File: config.mk
export PLATFORM = sky130hd
export DESIGN_NAME = round_robin_list_top
export DESIGN_NICKNAME = d
export VERILOG_FILES = /design/src/rrl_pkg.sv /design/src/rrl_datapath.sv /design/src/rrl_ctrl.sv /design/src/round_robin_list_top.sv
export SDC_FILE = /design/constraint.sdc
export NUM_CORES = 1
export LEC_CHECK = 0
export BUFFER_PORTS_ARGS = -buffer_cell sky130_fd_sc_hd__buf_2
export CORE_MARGIN = 3
export CORE_UTILIZATION = 30
export DETAILED_ROUTE_END_ITERATION = 12
export PLACE_DENSITY = 0.52
export RECOVER_POWER = 50
export SYNTH_ARGS = -nofsm -noshare
export SYNTH_HDL_FRONTEND = slang
export SYNTH_SLANG_ARGS = --single-unit
export TNS_END_PERCENT = 5
File: constraint.sdc
create_clock -name clk -period 4.61 [get_ports clk]
set_clock_uncertainty 0.2 [all_clocks]
set_input_delay 0.922 -clock clk [delete_from_list [all_inputs] [get_ports clk]]
set_output_delay 0.922 -clock clk [all_outputs]
set_load 0.03 [all_outputs]
File: src/rrl_pkg.sv
package rrl_pkg;

    // Default sizes
    localparam int DEF_CAPACITY = 16;
    localparam int DEF_ID_BITS  = 16;

    // Fixed field widths
    localparam int OP_W      = 2;
    localparam int VALUE_W   = 16;
    localparam int STATUS_W  = 2;
    localparam int COUNT_W   = 5;
    localparam int S_TDATA_W = 24;
    localparam int M_TDATA_W = 24;

    // Operation codes
    typedef enum logic [OP_W-1:0] {
        OP_ADD    = 2'd0,
        OP_REMOVE = 2'd1,
        OP_NEXT   = 2'd2,
        OP_NONE   = 2'd3
    } op_t;

    // Result status codes
    typedef enum logic [STATUS_W-1:0] {
        ST_OK        = 2'd0,
        ST_EMPTY     = 2'd1,
        ST_FULL      = 2'd2,
        ST_NOT_FOUND = 2'd3
    } status_t;

    // Memory read address select
    typedef enum logic [1:0] {
        RSEL_IDX      = 2'd0,
        RSEL_IDX_INC  = 2'd1,
        RSEL_IDX_INC2 = 2'd2,
        RSEL_CUR      = 2'd3
    } rsel_t;

    // Commands from controller to datapath
    typedef struct packed {
        logic    load_item;
        logic    rd_en;
        rsel_t   rd_sel;
        logic    idx_inc;
        logic    add_wr;
        logic    shift_wr;
        logic    hit_upd;
        logic    next_upd;
        logic    st_load;
        status_t st_code;
        logic    post;
    } rrl_cmd_t;

    // Status from datapath to controller
    typedef struct packed {
        op_t  op;
        logic full;
        logic empty;
        logic match;
        logic idx_last;
        logic idx_at_fill;
        logic out_free;
    } rrl_stat_t;

endpackage

File: src/rrl_datapath.sv
module rrl_datapath #(
    parameter int CAPACITY = rrl_pkg::DEF_CAPACITY,
    parameter int ID_BITS  = rrl_pkg::DEF_ID_BITS
) (
    input  logic                           clk,
    input  logic                           rst_n,
    input  logic [rrl_pkg::S_TDATA_W-1:0]  s_tdata,
    input  rrl_pkg::rrl_cmd_t              cmd,
    input  logic                           m_tready,
    output logic                           m_tvalid,
    output logic [rrl_pkg::M_TDATA_W-1:0]  m_tdata,
    output rrl_pkg::rrl_stat_t             stat
);

    localparam int IDX_W = (CAPACITY > 1) ? $clog2(CAPACITY) : 1;
    localparam int CNT_W = $clog2(CAPACITY + 1);

    // Entry memory and read data
    logic [ID_BITS-1:0] entries_reg [CAPACITY];
    logic [ID_BITS-1:0] rdata_reg;

    // Item and list state
    rrl_pkg::op_t                    op_reg;
    logic [ID_BITS-1:0]              id_reg;
    logic [IDX_W-1:0]                idx_reg, idx_next;
    logic [IDX_W-1:0]                cur_reg, cur_next;
    logic [CNT_W-1:0]                fill_reg, fill_next;
    logic [rrl_pkg::VALUE_W-1:0]     vout_reg;
    rrl_pkg::status_t                st_reg;

    // Output register
    logic                            out_valid_reg;
    logic [rrl_pkg::M_TDATA_W-1:0]   out_data_reg;

    logic [rrl_pkg::VALUE_W-1:0]     in_value;
    logic [CNT_W-1:0]                idx_p1, idx_p2, cur_p1;
    logic [IDX_W-1:0]                rd_addr, wr_addr;
    logic [ID_BITS-1:0]              wr_data;
    logic                            wr_en;

    assign in_value = s_tdata[rrl_pkg::OP_W +: rrl_pkg::VALUE_W];
    assign idx_p1   = CNT_W'(idx_reg) + CNT_W'(1);
    assign idx_p2   = CNT_W'(idx_reg) + CNT_W'(2);
    assign cur_p1   = CNT_W'(cur_reg) + CNT_W'(1);

    // Select read address
    always_comb
    begin
        case (cmd.rd_sel)
            rrl_pkg::RSEL_IDX:      rd_addr = idx_reg;
            rrl_pkg::RSEL_IDX_INC:  rd_addr = idx_p1[IDX_W-1:0];
            rrl_pkg::RSEL_IDX_INC2: rd_addr = idx_p2[IDX_W-1:0];
            rrl_pkg::RSEL_CUR:      rd_addr = cur_reg;
            default:                rd_addr = idx_reg;
        endcase
    end

    // Select write port: append or close the gap
    always_comb
    begin
        wr_en   = cmd.add_wr | cmd.shift_wr;
        wr_addr = cmd.add_wr ? fill_reg[IDX_W-1:0] : idx_reg;
        wr_data = cmd.add_wr ? id_reg : rdata_reg;
    end

    // Entry memory with registered read
    always_ff @(posedge clk)
    begin
        if (wr_en)
        begin
            entries_reg[wr_addr] <= wr_data;
        end
        if (cmd.rd_en)
        begin
            rdata_reg <= entries_reg[rd_addr];
        end
    end

    // Next index, position and fill count
    always_comb
    begin
        idx_next  = idx_reg;
        cur_next  = cur_reg;
        fill_next = fill_reg;
        if (cmd.load_item)
        begin
            idx_next = '0;
        end
        else if (cmd.idx_inc || cmd.shift_wr)
        begin
            idx_next = idx_p1[IDX_W-1:0];
        end
        if (cmd.add_wr)
        begin
            fill_next = fill_reg + CNT_W'(1);
        end
        if (cmd.hit_upd)
        begin
            fill_next = fill_reg - CNT_W'(1);
            if (cur_reg == idx_reg && idx_p1 == fill_reg)
            begin
                cur_next = '0;
            end
            else if (cur_reg > idx_reg)
            begin
                cur_next = cur_reg - IDX_W'(1);
            end
            if (fill_reg == CNT_W'(1))
            begin
                cur_next = '0;
            end
        end
        if (cmd.next_upd)
        begin
            cur_next = (cur_p1 == fill_reg) ? '0 : cur_p1[IDX_W-1:0];
        end
    end

    // Hold list state
    always_ff @(posedge clk or negedge rst_n)
    begin
        if (!rst_n)
        begin
            idx_reg  <= '0;
            cur_reg  <= '0;
            fill_reg <= '0;
        end
        else
        begin
            idx_reg  <= idx_next;
            cur_reg  <= cur_next;
            fill_reg <= fill_next;
        end
    end

    // Capture item, served value and status
    always_ff @(posedge clk)
    begin
        if (cmd.load_item)
        begin
            op_reg   <= rrl_pkg::op_t'(s_tdata[rrl_pkg::OP_W-1:0]);
            id_reg   <= ID_BITS'(in_value);
            vout_reg <= '0;
        end
        else if (cmd.next_upd)
        begin
            vout_reg <= rrl_pkg::VALUE_W'(rdata_reg);
        end
        if (cmd.st_load)
        begin
            st_reg <= cmd.st_code;
        end
    end

    // Output register: load on post, drop on transfer
    always_ff @(posedge clk or negedge rst_n)
    begin
        if (!rst_n)
        begin
            out_valid_reg <= 1'b0;
        end
        else if (cmd.post)
        begin
            out_valid_reg <= 1'b1;
        end
        else if (m_tready)
        begin
            out_valid_reg <= 1'b0;
        end
    end

    always_ff @(posedge clk)
    begin
        if (cmd.post)
        begin
            out_data_reg <= rrl_pkg::M_TDATA_W'({rrl_pkg::COUNT_W'(fill_reg), st_reg, vout_reg});
        end
    end

    assign m_tvalid = out_valid_reg;
    assign m_tdata  = out_data_reg;

    // Status toward the controller
    always_comb
    begin
        stat.op          = op_reg;
        stat.full        = (fill_reg == CNT_W'(CAPACITY));
        stat.empty       = (fill_reg == '0);
        stat.match       = (rdata_reg == id_reg);
        stat.idx_last    = (idx_p1 == fill_reg);
        stat.idx_at_fill = (CNT_W'(idx_reg) == fill_reg);
        stat.out_free    = !out_valid_reg || m_tready;
    end

endmodule

File: src/rrl_ctrl.sv
module rrl_ctrl (
    input  logic               clk,
    input  logic               rst_n,
    input  logic               s_tvalid,
    output logic               s_tready,
    input  rrl_pkg::rrl_stat_t stat,
    output rrl_pkg::rrl_cmd_t  cmd
);

    typedef enum logic [2:0] {
        S_IDLE,
        S_DECODE,
        S_NEXT_DATA,
        S_SCAN,
        S_SHIFT_START,
        S_SHIFT,
        S_POST
    } state_t;

    state_t state_reg, state_next;

    // Decode state into commands and next state
    always_comb
    begin
        state_next  = state_reg;
        cmd         = '0;
        cmd.rd_sel  = rrl_pkg::RSEL_IDX;
        cmd.st_code = rrl_pkg::ST_OK;
        s_tready    = 1'b0;
        case (state_reg)
            S_IDLE:
            begin
                s_tready = 1'b1;
                if (s_tvalid)
                begin
                    cmd.load_item = 1'b1;
                    state_next    = S_DECODE;
                end
            end
            S_DECODE:
            begin
                cmd.st_load = 1'b1;
                state_next  = S_POST;
                case (stat.op)
                    rrl_pkg::OP_ADD:
                    begin
                        if (stat.full)
                        begin
                            cmd.st_code = rrl_pkg::ST_FULL;
                        end
                        else
                        begin
                            cmd.add_wr = 1'b1;
                        end
                    end
                    rrl_pkg::OP_REMOVE:
                    begin
                        if (stat.empty)
                        begin
                            cmd.st_code = rrl_pkg::ST_NOT_FOUND;
                        end
                        else
                        begin
                            cmd.rd_en  = 1'b1;
                            cmd.rd_sel = rrl_pkg::RSEL_IDX;
                            state_next = S_SCAN;
                        end
                    end
                    rrl_pkg::OP_NEXT:
                    begin
                        if (stat.empty)
                        begin
                            cmd.st_code = rrl_pkg::ST_EMPTY;
                        end
                        else
                        begin
                            cmd.rd_en  = 1'b1;
                            cmd.rd_sel = rrl_pkg::RSEL_CUR;
                            state_next = S_NEXT_DATA;
                        end
                    end
                    default:
                    begin
                        cmd.st_code = rrl_pkg::ST_OK;
                    end
                endcase
            end
            S_NEXT_DATA:
            begin
                cmd.next_upd = 1'b1;
                state_next   = S_POST;
            end
            // Compare one entry per cycle, reading the following one
            S_SCAN:
            begin
                if (stat.match)
                begin
                    cmd.hit_upd = 1'b1;
                    cmd.st_load = 1'b1;
                    state_next  = S_SHIFT_START;
                end
                else if (stat.idx_last)
                begin
                    cmd.st_load = 1'b1;
                    cmd.st_code = rrl_pkg::ST_NOT_FOUND;
                    state_next  = S_POST;
                end
                else
                begin
                    cmd.idx_inc = 1'b1;
                    cmd.rd_en   = 1'b1;
                    cmd.rd_sel  = rrl_pkg::RSEL_IDX_INC;
                end
            end
            S_SHIFT_START:
            begin
                if (stat.idx_at_fill)
                begin
                    state_next = S_POST;
                end
                else
                begin
                    cmd.rd_en  = 1'b1;
                    cmd.rd_sel = rrl_pkg::RSEL_IDX_INC;
                    state_next = S_SHIFT;
                end
            end
            // Move one entry down per cycle
            S_SHIFT:
            begin
                cmd.shift_wr = 1'b1;
                if (stat.idx_last)
                begin
                    state_next = S_POST;
                end
                else
                begin
                    cmd.rd_en  = 1'b1;
                    cmd.rd_sel = rrl_pkg::RSEL_IDX_INC2;
                end
            end
            S_POST:
            begin
                if (stat.out_free)
                begin
                    cmd.post   = 1'b1;
                    state_next = S_IDLE;
                end
            end
            default:
            begin
                state_next = S_IDLE;
            end
        endcase
    end

    // Hold state
    always_ff @(posedge clk or negedge rst_n)
    begin
        if (!rst_n)
        begin
            state_reg <= S_IDLE;
        end
        else
        begin
            state_reg <= state_next;
        end
    end

endmodule

File: src/round_robin_list_top.sv
// Round-robin list: an ordered list of up to CAPACITY identifiers with a
// current position, served in turn.
// Input stream (s_axis): one transfer per operation, op 0 add, 1 remove the
// first matching entry, 2 get next. Output stream (m_axis): one result per
// operation, in order: served value, status (ok, empty, full, not found)
// and the entry count after the operation.
// Add, an unused op code, a full add and every case on an empty list pass
// from decode straight to posting the result; get next first reads the
// current entry. Remove scans the entry memory one entry per cycle and
// then moves the later entries down one per cycle. One operation is in
// work at a time.
// A new item is taken once the previous result sits in the output
// register, so the next operation runs while that result waits. If the
// receiver stalls, the finished result of the following operation waits
// inside until the output register frees.
// Reset empties the list and clears the position and the output valid;
// entry contents are not cleared and need no clearing pass.
module round_robin_list_top #(
    parameter int CAPACITY = rrl_pkg::DEF_CAPACITY,
    parameter int ID_BITS  = rrl_pkg::DEF_ID_BITS
) (
    input  logic                           clk,
    input  logic                           rst_n,
    input  logic                           s_axis_tvalid,
    output logic                           s_axis_tready,
    // [1:0] op, [17:2] value, [23:18] zero
    input  logic [rrl_pkg::S_TDATA_W-1:0]  s_axis_tdata,
    output logic                           m_axis_tvalid,
    input  logic                           m_axis_tready,
    // [15:0] value_out, [17:16] status, [22:18] entry_count, [23] zero
    output logic [rrl_pkg::M_TDATA_W-1:0]  m_axis_tdata
);

    rrl_pkg::rrl_cmd_t  cmd;
    rrl_pkg::rrl_stat_t stat;

    // Sequencer
    rrl_ctrl u_ctrl (
        .clk      (clk),
        .rst_n    (rst_n),
        .s_tvalid (s_axis_tvalid),
        .s_tready (s_axis_tready),
        .stat     (stat),
        .cmd      (cmd)
    );

    // List storage and result register
    rrl_datapath #(
        .CAPACITY (CAPACITY),
        .ID_BITS  (ID_BITS)
    ) u_datapath (
        .clk      (clk),
        .rst_n    (rst_n),
        .s_tdata  (s_axis_tdata),
        .cmd      (cmd),
        .m_tready (m_axis_tready),
        .m_tvalid (m_axis_tvalid),
        .m_tdata  (m_axis_tdata),
        .stat     (stat)
    );

endmodule

==> qor.yml, run 1 <==
status:
  failed_checks: "capacitance limit, slew limit"
  status: "finished with violations"
cells_and_area:
  postLayoutCoreUtil_pct: 35.5
  area_growth_pct: 16.2
  diodes: 0
  postLayoutCellArea_um2: 16600
  final_layout_size_suffix_gt1_share_pct: 19.9
  finalNetCount: 952
  largest_register_ff_count: 256
logic_synthesis:
  yosys_most_used_dff: "edfxtp_1"
  syn-instance-count: 820
  synth.area.top_cells: "edfxtp_1 (66%), mux4_2 (6.9%), mux4_1 (3.7%), dfrtp_1 (3.0%), dfxtp_1 (2.2%)"
  synth_enable_flop_cells: 315
  syn-cell-area_um2: 14300
  synth_sequential_area_ratio_pct: 71.3
  syn_nets: 864
  synth_largest_type_area_fraction_pct: 66.1
  synth_common_cells: "edfxtp_1 (315), nand2_1 (69), mux4_2 (44), nor2_1 (43)"
  post_synth.cell_area_avg_um2: 17.5
  synth.largest_area_cell: "edfxtp_1"
  share_of_flip_flops_with_an_asynchronous_set_or_reset_after_synthesis_pct: 4.89
  synth.yosys.warnings: 0
  yosys.cell_count.top_type: "edfxtp_1"
  synth_unique_cells: 61
  total_of_flip_flops_plus_latches_after_synthesis: 348
setup_path:
  crit_fanout: 20
  worst_ep_required_time_ns: 4.59
  worstSetupStartpointType: "flop"
  worst_setup_path_end_kind: "flop"
  path_class: "flop to flop"
  crit_arrival_ns: 4.07
clock_network:
  cts_buffers: 38
  worstSkewPairLatency_ns: 0.53
  cts.hold.buffers_added: 0
  ctsLongestPathBuffers: 3
  ctsRootBufferMaster: "clkbuf_16"
  post-cts-setup-buffer-count: 0
  clkSinkCount: 348
  cts_htree_levels: 2
  clkSlewWorstSetupHoldPaths_ns: 0.06
  cts_tree: "yes"
  post_cts_resized: 0
die:
  rows: 79
  start_util_pct: 30.6
  die-area_um2: 50400
  chipHeight_um: 224
  io_pins: 54
  coreArea_um2: 46900
  dieWidth_um: 224
timing:
  setup-tns-final_ns: 0
  period_share_pct: 88.8
  slew_headroom_pct: -40.5
  finalMaxSlewViolations: 62
  setup_slack_ns: 0.517
  post-route-min-period_ns: 4.09
  max_clock_freq_ghz: 0.244
  finalSetupViolCount: 0
  unrepaired_setup_endpoints_after_global_routing: "false"
  final_hold_viol_count: 0
  timing_worst_slew_pin_value_ns: 2.11
detailed_routing:
  postRouteAntennaNets: 0
  drt_wl_total_mm: 32.5
  detail_route.first_pass.iterations: 5
  detail_route.iter0.violations: 487
  wire_per_inst_um: 21.1
  detail_route.vias_per_cell: 4.93
  drc_errors: 0
  detailroute.via_count: 7611
power:
  cellLeakagePower_nw: 6.14
  powerDensity_nw_per_um2: 381
  worst_voltage_drop_across_the_vdd_grid_uv: 239
  total_power_mw: 6.34
min_path:
  hold_class: "flop to flop"
place:
  gp_routability_congestion: 0.767
  placed_area_um2: 15500
  detailedPlace.worstSlack_ns: 0.536
  numPortBuffers: 46
  detailed_placement_wirelength_estimate_mm: 19.8
global_route:
  total_gr_overflow: 0
  wire_length_of_the_first_global_routing_pass_mm: 49.5
  global_route.usage.total_pct: 13.0
  maximum_number_of_pins_on_one_net_before_global_route_repair: 40
  antenna_violations_before_repair: 0
  vias_in_the_first_global_route: 7882
job:
  drv.max_cap_violation_count: 2
-- worst paths after layout --
check / from / end / slack [ns] / cells after the start
worst max-delay path: u_datapath.fill_reg[3] / u_datapath.entries_reg[9][11] / 0.52 / 5
worst min-delay path: u_datapath.vout_reg[2] / u_datapath.m_tdata[2] / 0.23 / 0
worst max register to register: u_datapath.fill_reg[3] / u_datapath.entries_reg[9][11] / 0.52 / 5
worst min register to register: u_datapath.vout_reg[2] / u_datapath.m_tdata[2] / 0.23 / 0
max in group asynchronous: rst_n / u_datapath.fill_reg[2] / 3.23 / 1
min in group asynchronous: rst_n / u_datapath.m_tvalid / 0.35 / 1
-- cells in the final DEF, fill, tap and decap left out, drive strengths merged, types with 5 or more instances in the layout --
cell / synthesis / routed
nand3: 11 / 11
nor2: 43 / 43
o22ai: 5 / 5
nand2: 70 / 70
nor3: 11 / 11
o21ai: 10 / 10
nand4: 9 / 9
dfrtp: 17 / 17
a21oi: 33 / 33
dfxtp: 16 / 16
xor2: 5 / 5
xnor2: 29 / 29
edfxtp: 315 / 315
inv: 18 / 18
a31oi: 8 / 8
ha: 16 / 16
clkbuf: 18 / 82
clkinv: 0 / 19
buf: 23 / 53
mux4: 64 / 64
a22oi: 33 / 33
mux2: 18 / 18
-- final cells by class --
class | instances | area, um2
inverters | 18 | 67.6
multi-input cells | 413 | 3840
clock inverters | 23 | 210
repair buffers | 89 | 551
fillers | 4440 | 30200
well taps | 607 | 759
flip-flops and latches | 348 | 10200
clock buffers | 46 | 1000
-- worst max-delay path: stages, from the launching register on --
cell and delay, ns:
dfrtp_1 0.34, clkbuf_1 0.45, nor2_1 0.21, a31oi_1 0.89, clkbuf_1 1.00, mux2_1 0.63
-- kinds of logic after synthesis --
group / after synthesis / synth area share, %
buffers and inverters: 59 / 2.35
other: 1 / 0.0262
multiplexers: 84 / 12.1
adder cells (fa/ha/maj): 16 / 1.40
AND/OR/NAND/NOR: 158 / 4.87
XOR/XNOR: 35 / 2.24
flip-flops: 348 / 71.3
AO/OA/AOI/OAI: 119 / 5.69
-- per-layer routing --
metal / vias to the layer above / part of all wire, % / global-route usage [%]
li1: 3444 / - / -
met1: 3912 / 43 / 17.0
met2: 207 / 50 / 22.5
met3: 48 / 4.7 / 2.18
met4: 0 / 2.3 / 3.83
met5: - / 0 / 0
-- per-stage QoR --
step           hold slack (ns)  std cells
2_1_floorplan            0.200        820
3_3_place_gp             0.212       1475
3_5_place_dp             0.214       1475
4_1_cts                  0.127       1544
5_1_grt                  0.237       1544
6_report                 0.226       1544
-- where the power goes --
group / internal, mW / switching, mW / total [mW]
Sequential: 3.39 / 0.0000000000000000195 / 3.39
Clock: 1.73 / 1.21 / 2.93
Combinational: 0.00597 / 0.00640 / 0.0124
Total: 5.12 / 1.22 / 6.34
Note: power is estimated with default switching activity, not from simulation.
==> run 2: changes to the inputs <==
GPL_TIMING_DRIVEN = 0   (was default)
==> run 2 against run 1 <==
- the run still ends with capacitance limit, slew limit left
- total power down 1.3%
- non-clock buffer count up 14
- clock power down 3%
- hold slack worse by 0.0089 ns
- utilization up 0.26 points
- maximum frequency down 3.8%
- cell count up 0.84%
- via count down 0.45%
- sequential share of layout area down 0.45 points
- register-to-register slack worse by 0.16 ns
- sequential cell count unchanged
- critical endpoint is now u_datapath.rdata_reg[10]
==> qor.yml, run 2 (synthesis results as in run 1) <==
die:
  rows: 79
  start_util_pct: 30.6
  io_pins: 54
  die-area_um2: 50400
  dieWidth_um: 224
  coreArea_um2: 46900
  chipHeight_um: 224
place:
  placed_area_um2: 15600
  gp_routability_congestion: 0.772
  detailedPlace.worstSlack_ns: -0.286
  detailed_placement_wirelength_estimate_mm: 22.4
  numPortBuffers: 46
setup_path:
  worst_ep_required_time_ns: 4.68
  worst_setup_path_end_kind: "flop"
  cpPeakStageDelay_ns: 0.43
  critical_path.reg2reg.startpoint: "u_datapath.fill_reg[0]"
  crit_fanout: 10
  series_of_cell_instances_along_the_critical_path: "buf_2 -> inv_1 -> ha_1 -> nor4b_1 -> nor3_1 -> nand3_1 -> o22ai_1 -> o21bai_1 -> clkbuf_2 -> buf_2 -> mux4_2 -> a22oi_1 -> nand2_1"
  crit_arrival_ns: 4.32
  worst-r2r-cell-count: 13
  worst_path_most_repeated_cell: "buf_2"
  r2r_end: "u_datapath.rdata_reg[10]"
  worstSetupStartpointType: "flop"
  regToRegSetupSlack_ns: 0.36
  critPathSlowestCell: "dfrtp_1"
  path_class: "flop to flop"
detailed_routing:
  detailroute.via_count: 7577
  wire_per_inst_um: 20.8
  detail_route.iter0.violations: 698
  drt_wl_total_mm: 32.3
  drc_errors: 0
  postRouteAntennaNets: 0
  detail_route.first_pass.iterations: 5
  detail_route.vias_per_cell: 4.87
cells_and_area:
  layout.cells.most_common: "edfxtp_1"
  largest_register_ff_count: 256
  finalNetCount: 965
  diodes: 0
  number_of_fill_cells_in_the_layout: 4406
  area_growth_pct: 17.0
  layout.cells.most_common_list: "edfxtp_1 (315), nand2_1 (69), clkbuf_1 (53), mux4_2 (44), clkbuf_16 (38)"
  postLayoutCellArea_um2: 16800
  final_layout_size_suffix_gt1_share_pct: 18.9
  postLayoutCoreUtil_pct: 35.8
job:
  drv.max_cap_violation_count: 1
power:
  powerDensity_nw_per_um2: 373
  worst_voltage_drop_across_the_vdd_grid_uv: 193
  cellLeakagePower_nw: 6.18
clock_network:
  clkSinkCount: 348
  clkSlewWorstSetupHoldPaths_ns: 0.06
  cts_tree: "yes"
  ctsLongestPathBuffers: 3
  cts_buffers: 37
  cts_htree_levels: 2
  ctsRootBufferMaster: "clkbuf_16"
  worstSkewPairLatency_ns: 0.53
  post-cts-setup-buffer-count: 0
  post_cts_resized: 1
  cts.hold.buffers_added: 0
global_route:
  wire_length_of_the_first_global_routing_pass_mm: 49.7
  maximum_number_of_pins_on_one_net_before_global_route_repair: 28
  vias_in_the_first_global_route: 7796
  total_gr_overflow: 0
  global_route.usage.total_pct: 13.0
  antenna_violations_before_repair: 0
timing:
  finalSetupViolCount: 0
  timing_worst_slew_pin_value_ns: 1.62
  post-route-min-period_ns: 4.25
  finalMaxSlewViolations: 28
  slew_headroom_pct: -7.77
  final_hold_viol_count: 0
  max_clock_freq_ghz: 0.235
  period_share_pct: 92.3
  setup_slack_ns: 0.357
  unrepaired_setup_endpoints_after_global_routing: "false"
  worst_hold_slack_ns: 0.217
min_path:
  hold_class: "flop to flop"
  hold_start: "u_datapath.st_reg[0]"
  timing.hold.worst_endpoint: "u_datapath.m_tdata[16]"
  hold_path_cell_cnt: 0
status:
  status: "finished with violations"
  failed_checks: "capacitance limit, slew limit"
-- run 2: worst max-delay path, delay by kind of cell, from the launching register on --
family	cells	cell delay, ns
fa+ha+maj	1	0.25
buf+inv	4	1.07
compound gates	3	0.72
flops	1	0.43
mux	1	0.36
simple gates	4	0.95
-- run 2: layout make-up --
cell class                      count  area (um2)  area share [%]
Buffer                             40         267            1.59
Sequential cell                   348       10200            60.9
Timing Repair Buffer               63         467            2.79
Inverter                           18        67.6           0.403
Clock buffer                       48         998            5.96
Multi-Input combinational cell    413        3820            22.8
Tap cell                          607         759            4.53
Clock inverter                     20         169            1.01
-- run 2: per-layer routing --
layer	part of all wire (%)	wire [um]	track usage [%]
met1	45	14700	18.1
met4	2.3	752	3.85
met2	47	15300	21.1
met3	4.8	1560	2.19
met5	0	0	0
-- run 2: how the worst max path moves through the flow --
stage	from	cells after the start	to	slack [ns]
after detailed placement	u_datapath.id_reg[6]	12	u_datapath.rdata_reg[10]	-0.29
final	u_datapath.fill_reg[0]	13	u_datapath.rdata_reg[10]	0.36
after floorplan	u_datapath.idx_reg[1]	13	u_datapath.rdata_reg[10]	1.20
after global placement	u_datapath.id_reg[6]	12	u_datapath.rdata_reg[10]	-0.36
after global routing	u_datapath.fill_reg[0]	13	u_datapath.rdata_reg[10]	0.03
after CTS	u_datapath.fill_reg[1]	13	u_datapath.rdata_reg[3]	0.06
-- run 2: metrics by stage --
stage	TNS [ns]	instances	power, mW
after CTS	0	1558	6.34
after floorplan	0	820	3.46
after detailed placement	-3.53	1490	3.47
after global routing	0	1557	6.47
final	0	1557	6.26
after global placement	-37.73	1473	3.47
-- run 2: report_power, final --
| group | switching, mW | internal (mW) | total, mW |
|---|---|---|---|
| Combinational | 0.00681 | 0.00669 | 0.0135 |
| Sequential | 0.0000000000000000195 | 3.39 | 3.39 |
| Clock | 1.20 | 1.65 | 2.85 |
==> run 3: changes to the inputs <==
MAX_ROUTING_LAYER = met4   (was default)
==> run 3 against run 2 <==
- sequential cell count stayed put
- hold slack hardly changed
- largest cell class unchanged
- total power hardly changed
- setup slack worse by 0.020 ns
- largest power group unchanged
- register-to-register slack worse by 0.02 ns
- the flow still finishes with violations (capacitance limit, slew limit)
==> qor.yml, run 3 (synthesis results as in run 1) <==
cells_and_area:
  postLayoutCoreUtil_pct: 35.8
  area_growth_pct: 17.0
  number_of_fill_cells_in_the_layout: 4406
  finalNetCount: 965
  largest_register_ff_count: 256
  diodes: 0
  layout.cells.most_common_list: "edfxtp_1 (315), nand2_1 (69), clkbuf_1 (53), mux4_2 (44), clkbuf_16 (38)"
  final_layout_size_suffix_gt1_share_pct: 18.9
  layout.cells.most_common: "edfxtp_1"
clock_network:
  ctsRootBufferMaster: "clkbuf_16"
  clkSinkCount: 348
  cts_buffers: 37
  cts_htree_levels: 2
  cts_tree: "yes"
  clkSlewWorstSetupHoldPaths_ns: 0.06
  cts.hold.buffers_added: 0
  worstSkewPairLatency_ns: 0.53
  ctsLongestPathBuffers: 3
setup_path:
  regToRegSetupSlack_ns: 0.34
  series_of_cell_instances_along_the_critical_path: "buf_2 -> inv_1 -> ha_1 -> nor4b_1 -> nor3_1 -> nand3_1 -> o22ai_1 -> o21bai_1 -> clkbuf_2 -> buf_2 -> mux4_2 -> a22oi_1 -> nand2_1"
  worst-r2r-cell-count: 13
  worst_ep_required_time_ns: 4.68
  r2r_end: "u_datapath.rdata_reg[10]"
  crit_fanout: 10
  worstSetupStartpointType: "flop"
  path_class: "flop to flop"
  cpPeakStageDelay_ns: 0.44
  critical_path_buf_inv_count: 4
  worst_setup_path_end_kind: "flop"
  worst_path_most_repeated_cell: "buf_2"
  timing.critical_path.from: "u_datapath.fill_reg[0]"
  crit_arrival_ns: 4.34
  critPathSlowestCell: "dfrtp_1"
  critical_path.reg2reg.startpoint: "u_datapath.fill_reg[0]"
  critical-path-top-delay-family: "buffers and inverters"
global_route:
  vias_in_the_first_global_route: 7787
  maximum_number_of_pins_on_one_net_before_global_route_repair: 28
  global_route.usage.total_pct: 13.4
  total_gr_overflow: 0
  antenna_violations_before_repair: 0
  wire_length_of_the_first_global_routing_pass_mm: 49.8
status:
  status: "finished with violations"
  failed_checks: "capacitance limit, slew limit"
timing:
  finalSetupViolCount: 0
  unrepaired_setup_endpoints_after_global_routing: "false"
  setup_slack_ns: 0.337
  post-route-min-period_ns: 4.27
  max_clock_freq_ghz: 0.234
  timing_worst_slew_pin_value_ns: 1.62
  final_hold_viol_count: 0
  slew_headroom_pct: -8.19
  period_share_pct: 92.7
  finalMaxSlewViolations: 28
place:
  numPortBuffers: 46
  gp_routability_congestion: 0.783
  detailedPlace.worstSlack_ns: -0.286
  detailed_placement_wirelength_estimate_mm: 22.4
power:
  cellLeakagePower_nw: 6.18
  worst_voltage_drop_across_the_vdd_grid_uv: 193
  powerDensity_nw_per_um2: 373
detailed_routing:
  postRouteAntennaNets: 0
  drc_errors: 0
  wire_per_inst_um: 20.8
  drt_wl_total_mm: 32.3
  detailroute.via_count: 7591
  detail_route.iter0.violations: 738
  detail_route.vias_per_cell: 4.88
  detail_route.first_pass.iterations: 5
die:
  start_util_pct: 30.6
  die-area_um2: 50400
  rows: 79
  coreArea_um2: 46900
  chipHeight_um: 224
  dieWidth_um: 224
  io_pins: 54
min_path:
  timing.hold.worst_endpoint: "u_datapath.m_tdata[16]"
  hold_path_cell_cnt: 0
  hold_start: "u_datapath.st_reg[0]"
  hold_class: "flop to flop"
job:
  drv.max_cap_violation_count: 1
run 3: per-stage QoR:
stage	area, um2	setup TNS, ns	hold slack, ns	instances	power (mW)
2_1_floorplan	14300	0	0.200	820	3.46
3_3_place_gp	15300	-37.73	0.206	1473	3.47
3_5_place_dp	15600	-3.53	0.206	1490	3.47
4_1_cts	16800	0	0.120	1558	6.34
5_1_grt	16800	0	0.217	1557	6.47
6_report	16800	0	0.217	1557	6.26
run 3: report_power, final:
group	switching, mW	internal (mW)
Clock	1.20	1.65
Sequential	0.0000000000000000192	3.39
Combinational	0.00680	0.00668
run 3: area by class of cell:
| type | count | area, um2 | share of cell area (%) |
|---|---|---|---|
| clock inverters | 20 | 169 | 1.01 |
| plain buffers | 40 | 267 | 1.59 |
| multi-input cells | 413 | 3820 | 22.8 |
| well taps | 607 | 759 | 4.53 |
| repair buffers | 63 | 467 | 2.79 |
| flip-flops and latches | 348 | 10200 | 60.9 |
| inverters | 18 | 67.6 | 0.403 |
| clock buffers | 48 | 998 | 5.96 |
run 3: repair_timing:
item,4_1_cts,5_1_grt
gates resized for setup,1,3
setup endpoints to repair,16,16
buffers inserted,0,0
run 3: how the worst max path moves through the flow:
stage,slack [ns],end,cells after the start
3_5_place_dp,-0.29,u_datapath.rdata_reg[10],12
4_1_cts,0.06,u_datapath.rdata_reg[3],13
3_3_place_gp,-0.36,u_datapath.rdata_reg[10],12
2_1_floorplan,1.20,u_datapath.rdata_reg[10],13
6_report,0.34,u_datapath.rdata_reg[10],13
5_1_grt,0.03,u_datapath.rdata_reg[10],13
run 3: metal layers:
layer,up-vias,track usage [%],wire (um)
met5,-,-,0
met4,0,3.85,754
met3,50,2.19,1630
met2,189,21.1,15300
met1,3889,18.1,14600
li1,3463,-,-
run 3: worst register-to-register path, delay by kind of cell, from the launching register on:
kind                       cells  cell delay [ns]
buffers and inverters          4             1.10
AOI/OAI and AO/OA              3             0.73
muxes                          1             0.37
adders and majority gates      1             0.25
and+or+nand+nor                4             0.95
DFF                            1             0.44
